==> config.mk <==
export PLATFORM = sky130hd
export DESIGN_NAME = ipid_ctrl
export DESIGN_NICKNAME = d
export VERILOG_FILES = /design/src/hdl/ipid_pkg.sv /design/src/hdl/ipid_ctrl.sv
export SDC_FILE = /design/constraint.sdc
export NUM_CORES = 1
export LEC_CHECK = 0
export BUFFER_PORTS_ARGS = -buffer_cell sky130_fd_sc_hd__buf_2
export CAP_MARGIN = 25
export CORE_AREA = 3 3 40 42
export CTS_CLUSTER_SIZE = 10
export DETAILED_ROUTE_END_ITERATION = 16
export DIE_AREA = 0 0 43 45
export HOLD_SLACK_MARGIN = 0.1
export PLACE_DENSITY = 0.73
export RECOVER_POWER = 50
export SYNTH_ARGS = -nofsm -noshare
export SYNTH_HDL_FRONTEND = slang
export SYNTH_SLANG_ARGS = --single-unit
==> constraint.sdc <==
create_clock -name clock -period 1.5 [get_ports clock]
set_input_delay 0.15 -clock clock [delete_from_list [all_inputs] [get_ports clock]]
set_output_delay 0.15 -clock clock [all_outputs]
set_load 0.05 [all_outputs]
==> src/hdl/ipid_pkg.sv <==
package ipid_pkg;

   localparam int DATA_W        = 32;
   localparam int CSR_W         = 32;
   localparam int CSR_IDX_W     = 3;
   localparam int ALPHA_W       = 17;
   localparam int DT_W          = 17;
   localparam int LIMIT_W       = 31;
   localparam int ALPHA_FRAC    = 16;
   localparam int FRAC_BITS_DEF = 16;

   // register map
   localparam logic [CSR_IDX_W-1:0] REG_GAIN_P       = 3'd0;
   localparam logic [CSR_IDX_W-1:0] REG_GAIN_I       = 3'd1;
   localparam logic [CSR_IDX_W-1:0] REG_GAIN_D       = 3'd2;
   localparam logic [CSR_IDX_W-1:0] REG_OUTPUT_LIMIT = 3'd3;
   localparam logic [CSR_IDX_W-1:0] REG_ERROR_ALPHA  = 3'd4;
   localparam logic [CSR_IDX_W-1:0] REG_DERIV_TAU    = 3'd5;

   localparam logic [ALPHA_W-1:0] ALPHA_ONE = 17'h10000;
   localparam logic [DATA_W-1:0]  TAU_RESET = 32'd655;

   typedef enum logic [4:0] {
      ST_NOP,
      ST_CLEAR,
      ST_PREP,
      ST_MUL_ARAW,
      ST_MUL_BLAST,
      ST_FILT,
      ST_MUL_P,
      ST_MUL_I,
      ST_TERM_I,
      ST_MUL_DT,
      ST_DI,
      ST_QUOT,
      ST_MUL_AD,
      ST_SD,
      ST_MUL_D,
      ST_CURD,
      ST_COMMIT
   } step_type;

   typedef struct packed {
      step_type step;
      logic     load;
   } dp_cmd_type;

   typedef struct packed {
      logic div_busy;
   } dp_status_type;

endpackage

==> src/hdl/ipid_ctrl.sv <==
module ipid_ctrl (
   input  logic                   clock,
   input  logic                   reset,
   input  logic                   req_valid,
   input  logic                   req_opcode,
   output logic                   req_ready,
   output logic                   rsp_valid,
   input  logic                   rsp_ready,
   output ipid_pkg::dp_cmd_type    cmd,
   input  ipid_pkg::dp_status_type status
);

   typedef enum logic [4:0] {
      S_IDLE, S_CLEAR, S_PREP, S_MA, S_MB, S_FILT, S_MP, S_MI, S_TI, S_MDT, S_DI,
      S_DWAIT, S_QUOT, S_MAD, S_SD, S_MD, S_CURD, S_COMMIT
   } state_type;

   state_type state_ff, state_in;
   logic      rsp_valid_ff, rsp_valid_in;
   logic      slot_free;

   assign slot_free = !rsp_valid_ff || rsp_ready;

   always_comb begin
      state_in     = state_ff;
      rsp_valid_in = rsp_valid_ff;
      if (rsp_ready) begin
         rsp_valid_in = 1'b0;
      end
      case (state_ff)
         S_IDLE:   if (req_valid) begin
            state_in = req_opcode ? S_CLEAR : S_PREP;
         end
         S_CLEAR:  if (slot_free) begin
            state_in     = S_IDLE;
            rsp_valid_in = 1'b1;
         end
         S_PREP:   state_in = S_MA;
         S_MA:     state_in = S_MB;
         S_MB:     state_in = S_FILT;
         S_FILT:   state_in = S_MP;
         S_MP:     state_in = S_MI;
         S_MI:     state_in = S_TI;
         S_TI:     state_in = S_MDT;
         S_MDT:    state_in = S_DI;
         S_DI:     state_in = S_DWAIT;
         S_DWAIT:  if (!status.div_busy) begin
            state_in = S_QUOT;
         end
         S_QUOT:   state_in = S_MAD;
         S_MAD:    state_in = S_SD;
         S_SD:     state_in = S_MD;
         S_MD:     state_in = S_CURD;
         S_CURD:   state_in = S_COMMIT;
         S_COMMIT: if (slot_free) begin
            state_in     = S_IDLE;
            rsp_valid_in = 1'b1;
         end
         default:  state_in = S_IDLE;
      endcase
   end

   always_ff @(posedge clock) begin
      if (reset) begin
         state_ff     <= S_IDLE;
         rsp_valid_ff <= 1'b0;
      end else begin
         state_ff     <= state_in;
         rsp_valid_ff <= rsp_valid_in;
      end
   end

   always_comb begin
      cmd.load = req_valid && (state_ff == S_IDLE);
      case (state_ff)
         S_CLEAR:  cmd.step = slot_free ? ipid_pkg::ST_CLEAR : ipid_pkg::ST_NOP;
         S_PREP:   cmd.step = ipid_pkg::ST_PREP;
         S_MA:     cmd.step = ipid_pkg::ST_MUL_ARAW;
         S_MB:     cmd.step = ipid_pkg::ST_MUL_BLAST;
         S_FILT:   cmd.step = ipid_pkg::ST_FILT;
         S_MP:     cmd.step = ipid_pkg::ST_MUL_P;
         S_MI:     cmd.step = ipid_pkg::ST_MUL_I;
         S_TI:     cmd.step = ipid_pkg::ST_TERM_I;
         S_MDT:    cmd.step = ipid_pkg::ST_MUL_DT;
         S_DI:     cmd.step = ipid_pkg::ST_DI;
         S_QUOT:   cmd.step = ipid_pkg::ST_QUOT;
         S_MAD:    cmd.step = ipid_pkg::ST_MUL_AD;
         S_SD:     cmd.step = ipid_pkg::ST_SD;
         S_MD:     cmd.step = ipid_pkg::ST_MUL_D;
         S_CURD:   cmd.step = ipid_pkg::ST_CURD;
         S_COMMIT: cmd.step = slot_free ? ipid_pkg::ST_COMMIT : ipid_pkg::ST_NOP;
         default:  cmd.step = ipid_pkg::ST_NOP;
      endcase
   end

   assign req_ready = (state_ff == S_IDLE);
   assign rsp_valid = rsp_valid_ff;

endmodule

==> impl_metrics.json <==
{
  "min_delay_path_depth": 2,
  "drive_gt1_share_pct": 49.46,
  "area_growth_pct": 58.10,
  "cap_violations": 0,
  "end_kind": "output pin",
  "synth-simple-area-share_pct": 33.17,
  "grt_antenna_before_repair": 0,
  "gr-total-overflow": 0,
  "crit_path_cell_trace": "nor2_4, a2111o_1, o211ai_1, buf_4",
  "synth_compound_area_share_pct": 26.93,
  "grt_pass1_wl_um": 2380,
  "netlist_area_um2": 501.7,
  "cts_hold_buf": 0,
  "yosysWarnings": 0,
  "die_x_um": 43,
  "critical_path_required_ps": 1350,
  "tritoncts": "yes",
  "internal-power_mw": 0.3708,
  "dp.final_hpwl_um": 1034,
  "core_um2": 1285,
  "grt_pass1_vias": 601,
  "skew_ps": 4.715,
  "numCtsBuffers": 3,
  "clk_pin_slew_ps": 50,
  "worst-r2r-cell-count": 4,
  "synth_top_family_by_area": "simple AND/OR/NAND/NOR gates",
  "r2r_end": "state_ff[2]$_SDFFE_PP0P_",
  "postRouteWirelength_um": 1404,
  "drc_errors": 0,
  "p_sw_share_pct": 35.87,
  "place_congestion": 0.7841,
  "dieArea_um2": 1935,
  "arrival_ps": 1440,
  "finalSetupViolCount": 3,
  "cts-root-buf": "clkbuf_4",
  "hold_viol_final": 0,
  "final_cell_mix": "19 x buf_4, 5 x a21oi_1, 5 x nand3_1, 5 x nand2b_1, 5 x buf_2",
  "yosys.area_share.xor_xnor_pct": 3.491,
  "mostFrequentLayoutCell": "buf_4",
  "clock_power_share_pct": 27.7,
  "relSlewSlack_pct": 60.70,
  "rsz0062_at_grt": "true",
  "start_kind": "flip-flop",
  "drt-wirelength-per-cell_um": 13.00,
  "p_leak_nw": 0.3308,
  "critPathSlowestCell": "a2111o_1",
  "pwr-share-comb_pct": 40.9,
  "synth_fa_ha_area_share_pct": 0,
  "status": "finished with violations",
  "seqPwrFrac_pct": 31.4,
  "drt_iter0_markers": 5,
  "dp_cells": 100,
  "clockBufferDepth": 2,
  "violations": "negative setup slack",
  "fin_crit_sh_pct": 105.9,
  "syn-num-nets": 73,
  "finalNetCount": 100,
  "rows": 13,
  "cts.sinks": 6,
  "first_pass_iters": 4,
  "reg2reg_slack_ps": 50,
  "dp_slack_ps": 30.31,
  "finalWorstSetupSlack_ps": -88.52,
  "clkLatencyLatePin_ps": 250,
  "fp.dieH_um": 45,
  "crit_type": "flip-flop to output pin",
  "power.switching_mw": 0.2074,
  "antenna_cells": 0,
  "powerDensity_nw_per_um2": 728.9,
  "max_stage_delay_ps": 410,
  "slew_viol_final": 0,
  "avgSynthCellArea_um2": 7.489,
  "netlist_instances": 67,
  "routed-via-count": 579,
  "vdd_drop_max_v": 0.0004553,
  "synth-seq-cells": 6,
  "yosysSeqAreaShare_pct": 23.94,
  "ios": 14,
  "finalPower_mw": 0.5782,
  "min_path_type": "primary input to flip-flop",
  "grt_max_degree": 15,
  "synth.area.mux_share_pct": 3.990,
  "finalCriticalPeriod_ps": 1589,
  "critPathMaxFanout": 6,
  "max_freq_mhz": 629.5,
  "ant_nets": 0,
  "viasPerCell": 5.361,
  "yosysUniqueCellTypes": 29,
  "grt_use_total_pct": 16.33,
  "stdcell_count": 108,
  "htreeDepth": 1,
  "tightest_slew_ps": 592.0,
  "r2r-start": "state_ff[1]$_SDFFE_PP0P_",
  "start_util_pct": 39.05,
  "min-delay-start": "reset",
  "io_buffers": 13,
  "whs_endpoint": "state_ff[4]$_SDFFE_PP0P_"
}
worst max-delay path by stage:
| stage | from | end | slack [ps] |
|---|---|---|---|
| 6_report | state_ff[1]$_SDFFE_PP0P_ | cmd[1] | -90 |
| 3_3_place_gp | state_ff[2]$_SDFFE_PP0P_ | cmd[2] | 30 |
| 2_1_floorplan | state_ff[1]$_SDFFE_PP0P_ | cmd[1] | -60 |
| 4_1_cts | state_ff[1]$_SDFFE_PP0P_ | cmd[1] | -90 |
| 3_5_place_dp | state_ff[2]$_SDFFE_PP0P_ | cmd[2] | 30 |
| 5_1_grt | state_ff[1]$_SDFFE_PP0P_ | cmd[1] | -140 |
flip-flops by register name (all words and copies together), names as in the netlist:
signal,cells
state_ff,5
rsp_valid,1
area by class of cell:
class                   instances  area, um2
clock buffers                   4      26.28
inverters                       2      7.507
well taps                      15      18.77
flip-flops and latches          6      137.6
fillers                       111      491.7
repair buffers                 28      205.2
multi-input cells              53      397.9
through the flow:
step,hold WS [ps],setup TNS [ps],cell area [um2],utilization [%]
floorplan,212.7,-55.37,565.5,-
global placement,413.8,0,681.9,53.07
detailed placement,408.1,0,681.9,53.07
CTS,143.7,-202.0,769.5,59.88
global route,167.9,-351.5,793.3,61.73
finish,156.6,-103.8,793.3,61.73
timing repair:
action / CTS / global route
resized for setup: 13 / 8
setup buffers: 4 / 0
pin swaps: 3 / 1
endpoints found under the setup margin: 7 / 7
layer usage:
layer	part of all wire (%)	routed length, um	vias to the layer above	global-route usage (%)
met5	0	0	-	0
met4	0.71	10	0	12.65
met3	4.9	69	2	3.586
met2	52	726	16	27.54
met1	43	598	264	17.87
li1	-	-	297	-
cells by family after synthesis:
family	Yosys count
AND/OR/NAND/NOR	30
AO/OA/AOI/OAI	19
buffers and inverters	8
flip-flops	6
XOR/XNOR	2
multiplexers	2
Yosys cell counts, drive strengths merged:
cell type / count / share of area (%)
a2111o: 1 / 2.2
a211o: 2 / 3.5
a21oi: 6 / 6.0
a31oi: 1 / 1.2
and2: 1 / 1.2
and3: 2 / 2.5
buf: 5 / 6.2
clkbuf: 1 / 0.75
dfxtp: 6 / 24
inv: 2 / 1.5
mux2i: 2 / 4.0
nand2: 2 / 1.5
nand2b: 5 / 6.2
nand3: 5 / 5.0
nand3b: 1 / 1.5
nor2: 6 / 4.5
nor2b: 3 / 3.7
nor3: 3 / 4.0
o211ai: 2 / 3.0
o21ai: 3 / 3.0
o22ai: 1 / 2.5
o2bb2ai: 1 / 1.7
o311a: 1 / 2.0
o31a: 1 / 1.7
or4: 2 / 3.0
xnor2: 1 / 1.7
xor2: 1 / 1.7
power groups by stage:
stage | Combinational (mW) | Sequential, mW | Clock, mW
global route | 0.252 | 0.182 | 0.175
floorplan | 0.152 | 0.184 | 0
global placement | 0.201 | 0.187 | 0
finish | 0.236 | 0.181 | 0.160
CTS | 0.232 | 0.181 | 0.171
detailed placement | 0.205 | 0.187 | 0
worst max-delay path, delay by kind of cell (launching register included):
family / cells / cell delay [ps]
AO/OA/AOI/OAI: 2 / 510
flip-flops: 1 / 400
buffers and inverters: 1 / 230
AND/OR/NAND/NOR: 1 / 50
(Power assumes the default switching activity.)
